===== src/rtl/core/spmq_pkg.sv =====
`timescale 1ns / 1ps
`default_nettype none
// ----------------------------------------------------------------------------
// spmq_pkg
// Shared types, codes and widths of the strict-priority multi-queue.
// ----------------------------------------------------------------------------
package spmq_pkg;

    // Default sizes, handed to the top-level parameters
    localparam int LEVELS_DEF      = 8;
    localparam int LEVEL_DEPTH_DEF = 16;
    localparam int TASK_WIDTH_DEF  = 16;

    // Fixed field widths
    localparam int PRI_W     = 3;
    localparam int LIU_W     = 4;
    localparam int LCNT_W    = 5;
    localparam int TOTAL_W   = 8;
    localparam int STATUS_W  = 2;

    // Configuration port
    localparam int APB_AW = 3;
    localparam int APB_DW = 32;
    localparam logic REG_LEVELS_IN_USE = 1'b0;
    localparam logic [LIU_W-1:0] LIU_RESET = 4'd8;

    // Command queue between front and back
    localparam int QDEPTH = 2;

    // Action codes
    localparam logic ACT_ENQ = 1'b0;
    localparam logic ACT_DEQ = 1'b1;

    // Status codes
    localparam logic [STATUS_W-1:0] ST_OK      = 2'd0;
    localparam logic [STATUS_W-1:0] ST_FULL    = 2'd1;
    localparam logic [STATUS_W-1:0] ST_EMPTY   = 2'd2;
    localparam logic [STATUS_W-1:0] ST_BAD_PRI = 2'd3;

    // Classified command
    typedef struct packed {
        logic             deq;
        logic [PRI_W-1:0] pri;
        logic             bad_pri;
    } cmd_t;

endpackage
`default_nettype wire


===== src/rtl/core/spmq_front.sv =====
`timescale 1ns / 1ps
`default_nettype none
// ----------------------------------------------------------------------------
// spmq_front
// Accepts commands, classifies them and queues them for the back end.
// ----------------------------------------------------------------------------
module spmq_front #(
    parameter int TASK_WIDTH = spmq_pkg::TASK_WIDTH_DEF
) (
    input  wire logic                         clk,
    input  wire logic                         rst_n,
    input  wire logic                         accept,
    input  wire logic                         action,
    input  wire logic [spmq_pkg::PRI_W-1:0]   priority_req,
    input  wire logic [TASK_WIDTH-1:0]        task_id,
    input  wire logic [spmq_pkg::LIU_W-1:0]   n_eff,
    input  wire logic                         q_pop,
    output logic                              q_full,
    output logic                              q_valid,
    output spmq_pkg::cmd_t                    q_cmd,
    output logic [TASK_WIDTH-1:0]             q_task
);

    localparam int QAW = $clog2(spmq_pkg::QDEPTH);
    localparam int QCW = $clog2(spmq_pkg::QDEPTH + 1);

    spmq_pkg::cmd_t          cmd_mem [spmq_pkg::QDEPTH];
    logic [TASK_WIDTH-1:0]   task_mem [spmq_pkg::QDEPTH];
    logic [QAW-1:0]          wr_ptr_reg, wr_ptr_next;
    logic [QAW-1:0]          rd_ptr_reg, rd_ptr_next;
    logic [QCW-1:0]          count_reg, count_next;
    spmq_pkg::cmd_t          new_cmd;

    // Classify: a level at or beyond the count in use is a bad priority
    always_comb
    begin
        new_cmd.deq     = (action == spmq_pkg::ACT_DEQ);
        new_cmd.pri     = priority_req;
        new_cmd.bad_pri = ({1'b0, priority_req} >= n_eff);
    end

    always_comb
    begin
        wr_ptr_next = wr_ptr_reg;
        rd_ptr_next = rd_ptr_reg;
        count_next  = count_reg;
        if (accept)
        begin
            wr_ptr_next = (wr_ptr_reg == QAW'(spmq_pkg::QDEPTH - 1)) ?
                          '0 : wr_ptr_reg + QAW'(1);
        end
        if (q_pop)
        begin
            rd_ptr_next = (rd_ptr_reg == QAW'(spmq_pkg::QDEPTH - 1)) ?
                          '0 : rd_ptr_reg + QAW'(1);
        end
        if (accept && !q_pop)
        begin
            count_next = count_reg + QCW'(1);
        end
        else if (!accept && q_pop)
        begin
            count_next = count_reg - QCW'(1);
        end
    end

    always_ff @(posedge clk or negedge rst_n)
    begin
        if (!rst_n)
        begin
            wr_ptr_reg <= '0;
            rd_ptr_reg <= '0;
            count_reg  <= '0;
        end
        else
        begin
            wr_ptr_reg <= wr_ptr_next;
            rd_ptr_reg <= rd_ptr_next;
            count_reg  <= count_next;
        end
    end

    always_ff @(posedge clk)
    begin
        if (accept)
        begin
            cmd_mem[wr_ptr_reg]  <= new_cmd;
            task_mem[wr_ptr_reg] <= task_id;
        end
    end

    assign q_full  = (count_reg == QCW'(spmq_pkg::QDEPTH));
    assign q_valid = (count_reg != '0);
    assign q_cmd   = cmd_mem[rd_ptr_reg];
    assign q_task  = task_mem[rd_ptr_reg];

endmodule
`default_nettype wire


===== src/rtl/core/spmq_back.sv =====
`timescale 1ns / 1ps
`default_nettype none
// ----------------------------------------------------------------------------
// spmq_back
// Sequencer over the level table and task memory; executes queued commands.
// ----------------------------------------------------------------------------
module spmq_back #(
    parameter int LEVELS      = spmq_pkg::LEVELS_DEF,
    parameter int LEVEL_DEPTH = spmq_pkg::LEVEL_DEPTH_DEF,
    parameter int TASK_WIDTH  = spmq_pkg::TASK_WIDTH_DEF
) (
    input  wire logic                          clk,
    input  wire logic                          rst_n,
    input  wire logic                          cfg_wr,
    input  wire logic [spmq_pkg::LIU_W-1:0]    n_eff,
    input  wire logic                          q_valid,
    input  wire spmq_pkg::cmd_t                q_cmd,
    input  wire logic [TASK_WIDTH-1:0]         q_task,
    output logic                               q_pop,
    output logic                               sweeping,
    output logic                               done,
    output logic [TASK_WIDTH-1:0]              out_task,
    output logic                               out_valid,
    output logic [TASK_WIDTH-1:0]              head_task,
    output logic                               head_valid,
    output logic [spmq_pkg::LCNT_W-1:0]        level_count,
    output logic [spmq_pkg::TOTAL_W-1:0]       total_count,
    output logic                               all_empty,
    output logic [spmq_pkg::STATUS_W-1:0]      status
);

    localparam int LVL_W  = $clog2(LEVELS);
    localparam int PTR_W  = $clog2(LEVEL_DEPTH);
    localparam int FILL_W = $clog2(LEVEL_DEPTH + 1);
    localparam int TOT_W  = $clog2(LEVELS * LEVEL_DEPTH + 1);
    localparam int SA_W   = LVL_W + PTR_W;
    localparam int SDEPTH = LEVELS * (1 << PTR_W);

    localparam logic [2:0] S_IDLE   = 3'd0;
    localparam logic [2:0] S_SEL    = 3'd1;
    localparam logic [2:0] S_UPD    = 3'd2;
    localparam logic [2:0] S_HEAD   = 3'd3;
    localparam logic [2:0] S_HPTR   = 3'd4;
    localparam logic [2:0] S_OUT    = 3'd5;
    localparam logic [2:0] S_SUM    = 3'd6;
    localparam logic [2:0] S_SUMEND = 3'd7;

    // Level table: head, tail and fill per level, valid bits for reset
    logic [PTR_W-1:0]  head_mem [LEVELS];
    logic [PTR_W-1:0]  tail_mem [LEVELS];
    logic [FILL_W-1:0] fill_mem [LEVELS];
    logic [LEVELS-1:0] lv_valid_reg;
    logic [LEVELS-1:0] nz_reg;
    logic [PTR_W-1:0]  rd_head_reg, rd_tail_reg;
    logic [FILL_W-1:0] rd_fill_reg;

    // Task store, one ring per level
    logic [TASK_WIDTH-1:0] task_mem [SDEPTH];
    logic [TASK_WIDTH-1:0] tsk_rd_reg;

    logic [2:0]                      state_reg, state_next;
    logic                            deq_reg, bad_pri_reg;
    logic [spmq_pkg::PRI_W-1:0]      pri_reg;
    logic [TASK_WIDTH-1:0]           task_reg;
    logic [LVL_W-1:0]                tgt_reg, hlvl_reg;
    logic                            found_reg, hvalid_reg, taken_reg;
    logic [spmq_pkg::STATUS_W-1:0]   status_reg;
    logic [TASK_WIDTH-1:0]           taken_task_reg;
    logic [TOT_W-1:0]                total_reg;
    logic                            sweep_pend_reg, sweep_chk_reg;
    logic [LVL_W-1:0]                sweep_idx_reg, sweep_lvl_reg;
    logic                            done_reg;
    logic [TASK_WIDTH-1:0]           out_task_reg, head_task_reg;
    logic                            out_valid_reg, head_valid_reg;
    logic [spmq_pkg::LCNT_W-1:0]     level_count_reg;
    logic [spmq_pkg::TOTAL_W-1:0]    total_count_reg;
    logic [spmq_pkg::STATUS_W-1:0]   status_out_reg;

    logic [LEVELS-1:0] in_use;
    logic [LEVELS-1:0] avail;
    logic [LVL_W-1:0]  first_lvl;
    logic [LVL_W-1:0]  pri_lvl;
    logic [LVL_W-1:0]  tbl_rd_addr;
    logic [SA_W-1:0]   tsk_rd_addr;
    logic              tbl_we;
    logic [PTR_W-1:0]  wr_head, wr_tail;
    logic [FILL_W-1:0] wr_fill;
    logic              tsk_we;
    logic              enq_ok, deq_ok;

    function automatic logic [LVL_W-1:0] first_set(input logic [LEVELS-1:0] v);
        logic [LVL_W-1:0] r;
        r = '0;
        for (int i = LEVELS - 1; i >= 0; i--)
        begin
            if (v[i])
            begin
                r = LVL_W'(i);
            end
        end
        return r;
    endfunction

    function automatic logic [PTR_W-1:0] ring_next(input logic [PTR_W-1:0] p);
        return (p == PTR_W'(LEVEL_DEPTH - 1)) ? '0 : p + PTR_W'(1);
    endfunction

    for (genvar g = 0; g < LEVELS; g++)
    begin : g_use
        assign in_use[g] = (32'(n_eff) > g);
    end

    assign avail     = nz_reg & in_use;
    assign first_lvl = first_set(avail);
    assign pri_lvl   = LVL_W'(pri_reg);

    // Enqueue goes ahead unless the priority is bad or the level is full
    assign enq_ok = !deq_reg && !bad_pri_reg && (rd_fill_reg != FILL_W'(LEVEL_DEPTH));
    assign deq_ok = deq_reg && found_reg;

    always_comb
    begin
        state_next  = state_reg;
        q_pop       = 1'b0;
        tbl_rd_addr = '0;
        tsk_rd_addr = '0;
        tbl_we      = 1'b0;
        tsk_we      = 1'b0;
        wr_head     = rd_head_reg;
        wr_tail     = rd_tail_reg;
        wr_fill     = rd_fill_reg;
        case (state_reg)
            S_IDLE:
            begin
                if (sweep_pend_reg)
                begin
                    state_next = S_SUM;
                end
                else if (q_valid)
                begin
                    q_pop      = 1'b1;
                    state_next = S_SEL;
                end
            end
            S_SEL:
            begin
                tbl_rd_addr = deq_reg ? first_lvl : pri_lvl;
                state_next  = S_UPD;
            end
            S_UPD:
            begin
                tsk_rd_addr = {tgt_reg, rd_head_reg};
                if (state_reg == S_UPD && enq_ok)
                begin
                    tbl_we  = 1'b1;
                    tsk_we  = 1'b1;
                    wr_tail = ring_next(rd_tail_reg);
                    wr_fill = rd_fill_reg + FILL_W'(1);
                end
                else if (deq_ok)
                begin
                    tbl_we  = 1'b1;
                    wr_head = ring_next(rd_head_reg);
                    wr_fill = rd_fill_reg - FILL_W'(1);
                end
                state_next = S_HEAD;
            end
            S_HEAD:
            begin
                tbl_rd_addr = first_lvl;
                state_next  = S_HPTR;
            end
            S_HPTR:
            begin
                tsk_rd_addr = {hlvl_reg, rd_head_reg};
                tbl_rd_addr = pri_lvl;
                state_next  = S_OUT;
            end
            S_OUT:
            begin
                state_next = S_IDLE;
            end
            S_SUM:
            begin
                tbl_rd_addr = sweep_idx_reg;
                if (sweep_idx_reg == LVL_W'(LEVELS - 1))
                begin
                    state_next = S_SUMEND;
                end
            end
            S_SUMEND:
            begin
                state_next = S_IDLE;
            end
            default:
            begin
                state_next = S_IDLE;
            end
        endcase
    end

    // Level table and task store
    always_ff @(posedge clk)
    begin
        if (tbl_we)
        begin
            head_mem[tgt_reg] <= wr_head;
            tail_mem[tgt_reg] <= wr_tail;
            fill_mem[tgt_reg] <= wr_fill;
        end
        rd_head_reg <= lv_valid_reg[tbl_rd_addr] ? head_mem[tbl_rd_addr] : '0;
        rd_tail_reg <= lv_valid_reg[tbl_rd_addr] ? tail_mem[tbl_rd_addr] : '0;
        rd_fill_reg <= lv_valid_reg[tbl_rd_addr] ? fill_mem[tbl_rd_addr] : '0;
    end

    always_ff @(posedge clk)
    begin
        if (tsk_we)
        begin
            task_mem[{tgt_reg, rd_tail_reg}] <= task_reg;
        end
        tsk_rd_reg <= task_mem[tsk_rd_addr];
    end

    always_ff @(posedge clk or negedge rst_n)
    begin
        if (!rst_n)
        begin
            state_reg      <= S_IDLE;
            lv_valid_reg   <= '0;
            nz_reg         <= '0;
            total_reg      <= '0;
            sweep_pend_reg <= 1'b0;
            sweep_chk_reg  <= 1'b0;
            sweep_idx_reg  <= '0;
            done_reg       <= 1'b0;
        end
        else
        begin
            state_reg <= state_next;
            done_reg  <= (state_reg == S_OUT);
            if (cfg_wr)
            begin
                sweep_pend_reg <= 1'b1;
            end
            if (tbl_we)
            begin
                lv_valid_reg[tgt_reg] <= 1'b1;
                nz_reg[tgt_reg]       <= (wr_fill != '0);
            end
            if (state_reg == S_UPD && enq_ok)
            begin
                total_reg <= total_reg + TOT_W'(1);
            end
            else if (state_reg == S_UPD && deq_ok)
            begin
                total_reg <= total_reg - TOT_W'(1);
            end
            // Recount the total fill of the levels in use after a write to the level count
            if (state_reg == S_IDLE && sweep_pend_reg)
            begin
                sweep_pend_reg <= 1'b0;
                sweep_chk_reg  <= 1'b0;
                sweep_idx_reg  <= '0;
                total_reg      <= '0;
            end
            if (state_reg == S_SUM)
            begin
                sweep_chk_reg <= 1'b1;
                if (sweep_idx_reg != LVL_W'(LEVELS - 1))
                begin
                    sweep_idx_reg <= sweep_idx_reg + LVL_W'(1);
                end
            end
            if ((state_reg == S_SUM || state_reg == S_SUMEND) && sweep_chk_reg &&
                in_use[sweep_lvl_reg])
            begin
                total_reg <= total_reg + TOT_W'(rd_fill_reg);
            end
        end
    end

    // Item context and result payload
    always_ff @(posedge clk)
    begin
        sweep_lvl_reg <= sweep_idx_reg;
        if (q_pop)
        begin
            deq_reg     <= q_cmd.deq;
            pri_reg     <= q_cmd.pri;
            bad_pri_reg <= q_cmd.bad_pri;
            task_reg    <= q_task;
        end
        if (state_reg == S_SEL)
        begin
            tgt_reg   <= deq_reg ? first_lvl : pri_lvl;
            found_reg <= (avail != '0);
            if (deq_reg)
            begin
                status_reg <= (avail != '0) ? spmq_pkg::ST_OK : spmq_pkg::ST_EMPTY;
            end
            else
            begin
                status_reg <= bad_pri_reg ? spmq_pkg::ST_BAD_PRI : spmq_pkg::ST_OK;
            end
        end
        if (state_reg == S_UPD)
        begin
            taken_reg <= deq_ok;
            if (!deq_reg && !bad_pri_reg && !enq_ok)
            begin
                status_reg <= spmq_pkg::ST_FULL;
            end
        end
        if (state_reg == S_HEAD)
        begin
            taken_task_reg <= tsk_rd_reg;
            hlvl_reg       <= first_lvl;
            hvalid_reg     <= (avail != '0);
        end
        if (state_reg == S_OUT)
        begin
            out_task_reg    <= taken_reg ? taken_task_reg : '0;
            out_valid_reg   <= taken_reg;
            head_task_reg   <= hvalid_reg ? tsk_rd_reg : '0;
            head_valid_reg  <= hvalid_reg;
            level_count_reg <= bad_pri_reg ? '0 : spmq_pkg::LCNT_W'(rd_fill_reg);
            total_count_reg <= spmq_pkg::TOTAL_W'(total_reg);
            status_out_reg  <= status_reg;
        end
    end

    assign sweeping    = sweep_pend_reg || (state_reg == S_SUM) || (state_reg == S_SUMEND);
    assign done        = done_reg;
    assign out_task    = out_task_reg;
    assign out_valid   = out_valid_reg;
    assign head_task   = head_task_reg;
    assign head_valid  = head_valid_reg;
    assign level_count = level_count_reg;
    assign total_count = total_count_reg;
    assign all_empty   = !head_valid_reg;
    assign status      = status_out_reg;

endmodule
`default_nettype wire


===== src/rtl/core/strict_priority_multi_queue.sv =====
`timescale 1ns / 1ps
`default_nettype none
// ----------------------------------------------------------------------------
// strict_priority_multi_queue
// Strict-priority task queue: one FIFO of task identifiers per level.
// ----------------------------------------------------------------------------
// A command is taken at a rising edge with start high and busy low. Each
// command yields exactly one result, shown for one cycle with done high; the
// receiver cannot stall, so capture the result on that cycle. For each
// command the back end walks the level table (one read port)
// and the task memory (one read and one write port) in a fixed order to
// select the level, update its ring, find the new head level, read the head
// task and read the reported level's fill. A two-entry command queue takes
// further commands while the back end works; busy rises when it is full.
// A write to levels_in_use makes the block recount the total fill of the
// levels in use, holding busy until the recount is done.
// Level 0 has the highest priority. Tasks at levels beyond the count in use
// are kept and come back into view when the count grows again.
// ----------------------------------------------------------------------------
module strict_priority_multi_queue #(
    parameter int LEVELS      = spmq_pkg::LEVELS_DEF,
    parameter int LEVEL_DEPTH = spmq_pkg::LEVEL_DEPTH_DEF,
    parameter int TASK_WIDTH  = spmq_pkg::TASK_WIDTH_DEF
) (
    input  wire logic                           clk,
    input  wire logic                           rst_n,
    // Configuration port
    input  wire logic                           psel,
    input  wire logic                           penable,
    input  wire logic                           pwrite,
    input  wire logic [spmq_pkg::APB_AW-1:0]    paddr,
    input  wire logic [spmq_pkg::APB_DW-1:0]    pwdata,
    output logic [spmq_pkg::APB_DW-1:0]         prdata,
    output logic                                pready,
    // Command channel
    input  wire logic                           start,
    output logic                                busy,
    input  wire logic                           action,
    input  wire logic [spmq_pkg::PRI_W-1:0]     priority_req,
    input  wire logic [TASK_WIDTH-1:0]          task_id,
    // Result channel
    output logic                                done,
    output logic [TASK_WIDTH-1:0]               out_task,
    output logic                                out_valid,
    output logic [TASK_WIDTH-1:0]               head_task,
    output logic                                head_valid,
    output logic [spmq_pkg::LCNT_W-1:0]         level_count,
    output logic [spmq_pkg::TOTAL_W-1:0]        total_count,
    output logic                                all_empty,
    output logic [spmq_pkg::STATUS_W-1:0]       status
);

    // Largest level count the register can hold, capped by the build size
    localparam int CAP = (LEVELS > 15) ? 15 : LEVELS;

    logic [spmq_pkg::LIU_W-1:0] levels_in_use_reg, levels_in_use_next;
    logic [spmq_pkg::LIU_W-1:0] n_eff;
    logic                       cfg_wr;
    logic                       accept;
    logic                       q_full, q_valid, q_pop, sweeping;
    spmq_pkg::cmd_t             q_cmd;
    logic [TASK_WIDTH-1:0]      q_task;

    // Register write completes on the access phase of the transfer
    assign pready = 1'b1;
    assign cfg_wr = psel && penable && pwrite && pready &&
                    (paddr[2] == spmq_pkg::REG_LEVELS_IN_USE);

    always_comb
    begin
        levels_in_use_next = levels_in_use_reg;
        if (cfg_wr)
        begin
            levels_in_use_next = pwdata[spmq_pkg::LIU_W-1:0];
        end
    end

    always_ff @(posedge clk or negedge rst_n)
    begin
        if (!rst_n)
        begin
            levels_in_use_reg <= spmq_pkg::LIU_RESET;
        end
        else
        begin
            levels_in_use_reg <= levels_in_use_next;
        end
    end

    always_comb
    begin
        if (paddr[2] == spmq_pkg::REG_LEVELS_IN_USE)
        begin
            prdata = {{(spmq_pkg::APB_DW - spmq_pkg::LIU_W){1'b0}}, levels_in_use_reg};
        end
        else
        begin
            prdata = '0;
        end
    end

    // Treat a count of zero as one level, clamp a large count to the build
    always_comb
    begin
        if (levels_in_use_reg == '0)
        begin
            n_eff = spmq_pkg::LIU_W'(1);
        end
        else if (levels_in_use_reg > spmq_pkg::LIU_W'(CAP))
        begin
            n_eff = spmq_pkg::LIU_W'(CAP);
        end
        else
        begin
            n_eff = levels_in_use_reg;
        end
    end

    // Hold off new commands while the queue is full or the total is recounted
    assign busy   = q_full || sweeping;
    assign accept = start && !busy;

    spmq_front #(
        .TASK_WIDTH   (TASK_WIDTH)
    ) u_front (
        .clk          (clk),
        .rst_n        (rst_n),
        .accept       (accept),
        .action       (action),
        .priority_req (priority_req),
        .task_id      (task_id),
        .n_eff        (n_eff),
        .q_pop        (q_pop),
        .q_full       (q_full),
        .q_valid      (q_valid),
        .q_cmd        (q_cmd),
        .q_task       (q_task)
    );

    spmq_back #(
        .LEVELS       (LEVELS),
        .LEVEL_DEPTH  (LEVEL_DEPTH),
        .TASK_WIDTH   (TASK_WIDTH)
    ) u_back (
        .clk          (clk),
        .rst_n        (rst_n),
        .cfg_wr       (cfg_wr),
        .n_eff        (n_eff),
        .q_valid      (q_valid),
        .q_cmd        (q_cmd),
        .q_task       (q_task),
        .q_pop        (q_pop),
        .sweeping     (sweeping),
        .done         (done),
        .out_task     (out_task),
        .out_valid    (out_valid),
        .head_task    (head_task),
        .head_valid   (head_valid),
        .level_count  (level_count),
        .total_count  (total_count),
        .all_empty    (all_empty),
        .status       (status)
    );

endmodule
`default_nettype wire

===== config.mk =====
export PLATFORM = sky130hd
export DESIGN_NAME = strict_priority_multi_queue
export DESIGN_NICKNAME = d
export VERILOG_FILES = /design/src/rtl/core/spmq_pkg.sv /design/src/rtl/core/spmq_front.sv /design/src/rtl/core/spmq_back.sv /design/src/rtl/core/strict_priority_multi_queue.sv
export SDC_FILE = /design/constraint.sdc
export NUM_CORES = 2
export LEC_CHECK = 0
export BUFFER_PORTS_ARGS = -buffer_cell sky130_fd_sc_hd__buf_2
export CORE_MARGIN = 2
export CORE_UTILIZATION = 40
export CTS_CLUSTER_DIAMETER = 80
export DETAILED_ROUTE_END_ITERATION = 12
export PLACE_DENSITY = 0.52
export SLEW_MARGIN = 10
export SYNTH_ARGS = -nofsm -noshare
export SYNTH_HDL_FRONTEND = slang
export SYNTH_SLANG_ARGS = --single-unit

===== constraint.sdc =====
create_clock -name clk -period 7.25 [get_ports clk]
set_input_delay 0.725 -clock clk [delete_from_list [all_inputs] [get_ports clk]]
set_output_delay 0.725 -clock clk [all_outputs]
set_load 0.005 [all_outputs]

# Word level (Yosys, flattened, before mapping)
# Memories as Yosys holds them, arrays and structs flattened. A register that Yosys moved wholly into a read port is not among the register bits.
# Index checks and enable logic that the tools add are counted.
[word_totals]
reg_bits = 120
latchBits = 0
ram_bits = 2194
rom_bits = 0
inputBits = 61
output_inout_bits = 85
word_cells = 188
n_memories = 6
[mem_list]
columns = ["memory", "depth", "width", "rd", "rd_ports_with_merged_regs", "write_ports", "line", "rtl"]
rows = [
  ["u_back.task_mem", 128, 16, 1, 1, 1, "spmq_back.sv:58", "logic [TASK_WIDTH-1:0] task_mem [SDEPTH];"],
  ["u_back.fill_mem", 8, 5, 1, 1, 1, "spmq_back.sv:51", "logic [FILL_W-1:0] fill_mem [LEVELS];"],
  ["u_back.head_mem", 8, 4, 1, 1, 1, "spmq_back.sv:49", "logic [PTR_W-1:0] head_mem [LEVELS];"],
  ["u_back.tail_mem", 8, 4, 1, 1, 1, "spmq_back.sv:50", "logic [PTR_W-1:0] tail_mem [LEVELS];"],
  ["u_front.task_mem", 2, 16, 1, 1, 1, "spmq_front.sv:28", "logic [TASK_WIDTH-1:0] task_mem [spmq_pkg::QDEPTH];"],
  ["u_front.cmd_mem", 2, 5, 1, 1, 1, "spmq_front.sv:27", "spmq_pkg::cmd_t cmd_mem [spmq_pkg::QDEPTH];"],
]
[op_classes]
addsub = 12
multipliers = 0
div_mod_pow = 0
n_lt_le_gt_ge = 14
eq_ne = 15
shift = 0
muxes = 70
bitwise = 3
reduce_logical = 41
[op_table]
columns = ["operator", "n"]
rows = [
  ["$mux W3", 15],
  ["$mux W4", 10],
  ["$mux W8", 4],
  ["$mux W1", 23],
  ["$pmux W3 S7", 1],
  ["$gt A4 B3 Y1 const B", 4],
  ["$logic_and A1 B1 Y1", 16],
  ["$mux W2", 8],
  ["$eq A3 B3 Y1 const B", 5],
  ["$mux W5", 3],
  ["$pmux W7 S2", 1],
  ["$lt A3 B4 Y1 const B", 3],
  ["$pmux W3 S4", 1],
  ["$logic_not A1 Y1", 10],
  ["$add A4 B1 Y4 const B", 2],
  ["$add A8 B1 Y8 const B", 1],
  ["$add A8 B5 Y8", 1],
  ["$and A8 B8 Y8", 1],
  ["$bwmux W8", 1],
  ["$eq A4 B4 Y1 const B", 2],
  ["$gt A4 B1 Y1 const B", 2],
  ["$gt A4 B2 Y1 const B", 2],
  ["$or A8 B8 Y8", 1],
  ["$reduce_bool A2 Y1", 4],
  ["28 further kinds", 34],
]

# Longest topological paths before layout
[logic_depth]
ltp_word = 18
mapped_depth = 16
ltp_nobuf = 15

# Cells and area by module
# Synthesis repeated with hierarchy kept, for this count alone.
[hier_totals]
cells_unflattened = 6301
area_unflattened_um2 = 94116.5
[modules_own_cells]
columns = ["mod", "instances", "cells_each", "area_each_um2", "seq_area_each_um2"]
rows = [
  ["spmq_back", 1, 6157, 91858.1, 68981.2],
  ["spmq_front", 1, 91, 1780.5, 1361.3],
  ["strict_priority_multi_queue", 1, 53, 478.0, 101.3],
]

# Least setup slack after synthesis
# Ideal clock, no wire load.
[synth_path]
path_type = "reg-to-reg"
start = "reg u_back.state_reg[2]"
end = "reg u_back.head_task_reg[0] (netlist: u_back.head_task[0]) (enable)"
setup_ns = 0.518
t_arrival_ns = 4.343
t_required_ns = 6.732
setup_slack_ns = 2.388
path_stages_with_launch = 5
path_buffers = 2
synth_period_minus_slack_ns = 4.862
cell_sequence = "dfrtp_1 > buf_4 > clkbuf_1 > inv_1 > nor3_1"
[synth_via]
elab_chain_cells = 1
[synth_lines]
columns = ["element", "line", "rtl"]
rows = [
  ["from (decl)", "spmq_back.sv:61", "logic [2:0] state_reg, state_next;"],
  ["from (signal assigned)", "spmq_back.sv:240", "state_reg <= state_next;"],
  ["$eq A3 B3 Y1", "spmq_back.sv:321", "if (state_reg == S_OUT)"],
  ["to (signal assigned)", "spmq_back.sv:325", "head_task_reg <= hvalid_reg ? tsk_rd_reg : '0;"],
  ["to (decl)", "spmq_back.sv:73", "logic [TASK_WIDTH-1:0] out_task_reg, head_task_reg;"],
]
# Every way passes these cells.
# A chain may end at the register's enable or synchronous reset.

# Worst setup path after layout
[layout_path]
start = "reg u_back.state_reg[0]"
end = "reg u_back.tsk_rd_reg[14], read port of u_back.task_mem"
[layout_via]
elab_chain_cells = 2
word_cells_on_any_way = 3
cone_classes = "2 x eq/ne; 1 x mux"
[layout_lines]
columns = ["element", "line", "rtl"]
rows = [
  ["$eq A3 B3 Y1 / $eq A3 B2 Y1 (equally long branches)", "spmq_back.sv:132", "case (state_reg)"],
  ["$pmux W7 S2 (*)", "spmq_back.sv:132", ""],
  ["to (decl)", "spmq_back.sv:59", "logic [TASK_WIDTH-1:0] tsk_rd_reg;"],
]
# Mark *: on every way between the ends. The rest lies on a longest branch, timed or not.

==> out/results.ini <==
[cells_and_area]
final_util=0.4589
drive_gt1_frac=0.1377
largest_reg_flops=2048
fin_cells=9965
final_area_um2=106800
area_growth_pct=13.99
reg.largest.list=u_back.task_mem (2048), u_back.fill_mem (40)
nets=6706
regMostFlops=u_back.task_mem

[setup_path]
crit_start=u_back.state_reg[0]
path_class=register to register
r2r_cells=7
path_max_fanout=20
crit_required_ns=8.03
endpoint=u_back.tsk_rd_reg[14]
r2r-end=u_back.tsk_rd_reg[14]
start_kind=register
crit_arrival_ns=6.15
critPathCaptureType=register
r2r-start=u_back.state_reg[0]
r2r_slack_ns=1.88

[routing]
dr_total_vias=58560
firstDrtPassIters=6
avgViaCountPerCell=5.877
remaining_drc_errors=0
ant_nets=0
routed_wirelength_um=308200
wire_per_inst_um=30.92
first_iter_violations=7884

[clocking]
clockBufferDepth=3
cts.sinks=2364
clk_pin_slew_ns=0.06
cts.htree.levels=4
clockRootBuffer=clkbuf_16
numCtsBuffers=241
clock_latency_ns=0.88
tritoncts=built

[grt]
antenna_found_initial=20
overflow=0
grt_max_degree=106
gr-usage-all-layers=0.2545
grt_pass1_wl_um=431600
grt_pass1_vias=55770

[logic_synthesis]
synth_edf_count=2289
avgSynthCellArea_um2=14.66
synth_top_area_cell=edfxtp_1
syn-cell-area_um2=93710
netlist.area_leader.share=0.7335
synth_flop_cell=edfxtp_1
synth_seq_cells=2364
ys_top_cells_by_area=edfxtp_1, nand2_1, mux2i_1, a21oi_1, nor2_1
async_flop_share=0.01734
synth_common_cells=edfxtp_1, nand2_1, a21oi_1
synth_warnings=0
yosysMostFrequentCell=edfxtp_1
yosysUniqueCellTypes=93
ys_seq_area_frac=0.7517
synthCells=6394

[sta]
setup_violations=0
fin_crit_sh=0.7410
rsz0062_at_grt=no
setup_tns_ns=0
tightest_slew_ns=1.399
fin_worst_skew_ns=0.04940
maxSlewHeadroom=0.06011
fin_ws_ns=1.878
finalHoldViolCount=0
layout_min_cycle_time_ns=5.372
slew_violations=0
fmax_mhz=186.2

[power]
p_leak_uw=0.03501
ir_drop_mv=0.2705
powerDensity_nw_per_um2=361.0

[placement]
post-place-ws_ns=1.967
gp_congestion=0.8486
dp_hpwl_um=175800
portBuffers=86
place_inst=9498
placed_area_um2=99020

[floorplan]
dieArea_um2=238200
die_y_um=488.0
fp.dieW_um=488.0
rows=177
start_util=0.4026
core_um2=232800
io_pins=146

[job]
maxCapViolCount=0

[status]
status=completed

[min_path]
worstHoldPathType=input pin to async pin

[critical path: stages, from the launching register on]
cell       delay, ns
dfrtp_1         0.86
inv_1           0.66
a31oi_4         0.77
buf_4           0.48
nand2_1         0.62
a2111oi_1       1.28
nor3_1          0.29
a32o_1          0.31
[cell families after synthesis]
kind of cell,count (synthesis),share of synthesized area
xor+xnor,21,0.001963
fa+ha+maj,27,0.003739
buf+inv,498,0.02454
mux,328,0.03705
simple gates,1818,0.08483
other cells,2,0.00008014
compound gates,1336,0.09607
flops,2364,0.7517
[power by group]
part / total (uW) / switching (uW) / leakage (uW) / internal [uW]
registers: 16800 / 495 / 0.0214 / 16300
logic: 9640 / 7130 / 0.00981 / 2510
clock network: 12200 / 5270 / 0.00378 / 6900
[cells in the final DEF (no fill, tap or decap), types with 57 or more instances in the layout]
cell / synthesis / final
nand3_1: 222 / 220
o22ai_1: 99 / 99
mux2i_1: 243 / 243
a31oi_1: 138 / 137
buf_4: 54 / 299
nor2_1: 314 / 286
a21oi_1: 322 / 319
buf_2: 170 / 87
nand2_1: 950 / 946
a211oi_1: 119 / 118
o21ai_0: 188 / 188
edfxtp_1: 2289 / 2289
clkinv_2: 0 / 62
a32oi_1: 57 / 57
o221ai_1: 104 / 104
o211ai_1: 58 / 58
clkbuf_16: 0 / 248
mux2_2: 77 / 77
and2_1: 68 / 67
[what timing repair did]
action	4_1_cts	5_1_grt
gates resized for setup	0	0
hold buffers	9	0
setup buffers	0	0
hold endpoints to repair	18	0
[routing by layer]
metal  part of all wire  vias to the layer above  GRT usage  wire length (um)
li1                   -                    25080          -                 -
met1               0.42                    30280     0.3676            130500
met2               0.46                     2734     0.3935            140300
met3              0.086                      468    0.04076             26570
met4              0.035                        2    0.08192             10720
met5           0.000026                        -          0                 8
[metrics by stage]
step | power, uW | hold WS [ns]
3_5_place_dp | 26540 | 0.4242
3_3_place_gp | 26430 | 0.4165
2_1_floorplan | 21970 | 0.3908
6_report | 38560 | 0.05553
5_1_grt | 39750 | 0.02380
4_1_cts | 38630 | 0.006037
[worst min path at each step]
stage	cells past startpoint	slack [ns]	to	start
floorplan	0	0.39	u_back.sweep_lvl_reg[1]	u_back.sweep_idx_reg[1]
finish	1	0.06	levels_in_use_reg[0]	rst_n
detailed placement	0	0.42	u_back.status[1]	u_back.status_reg[1]
global route	1	0.02	u_front.task_mem[1][2]	task_id[2]
global placement	0	0.42	u_back.status[1]	u_back.status_reg[1]
CTS	1	0.006	u_front.task_mem[1][2]	task_id[2]
[area by class of cell]
cell class,instances,area [um^2]
well taps,3132,3919
clock buffers,311,6513
diodes,9,22.52
fillers,20380,125900
inverters,35,136.4
repair buffers,418,3231
clock inverters,137,1152
multi-input cells,3559,21390
flip-flops and latches,2364,70450
(Power assumes the default switching activity.)
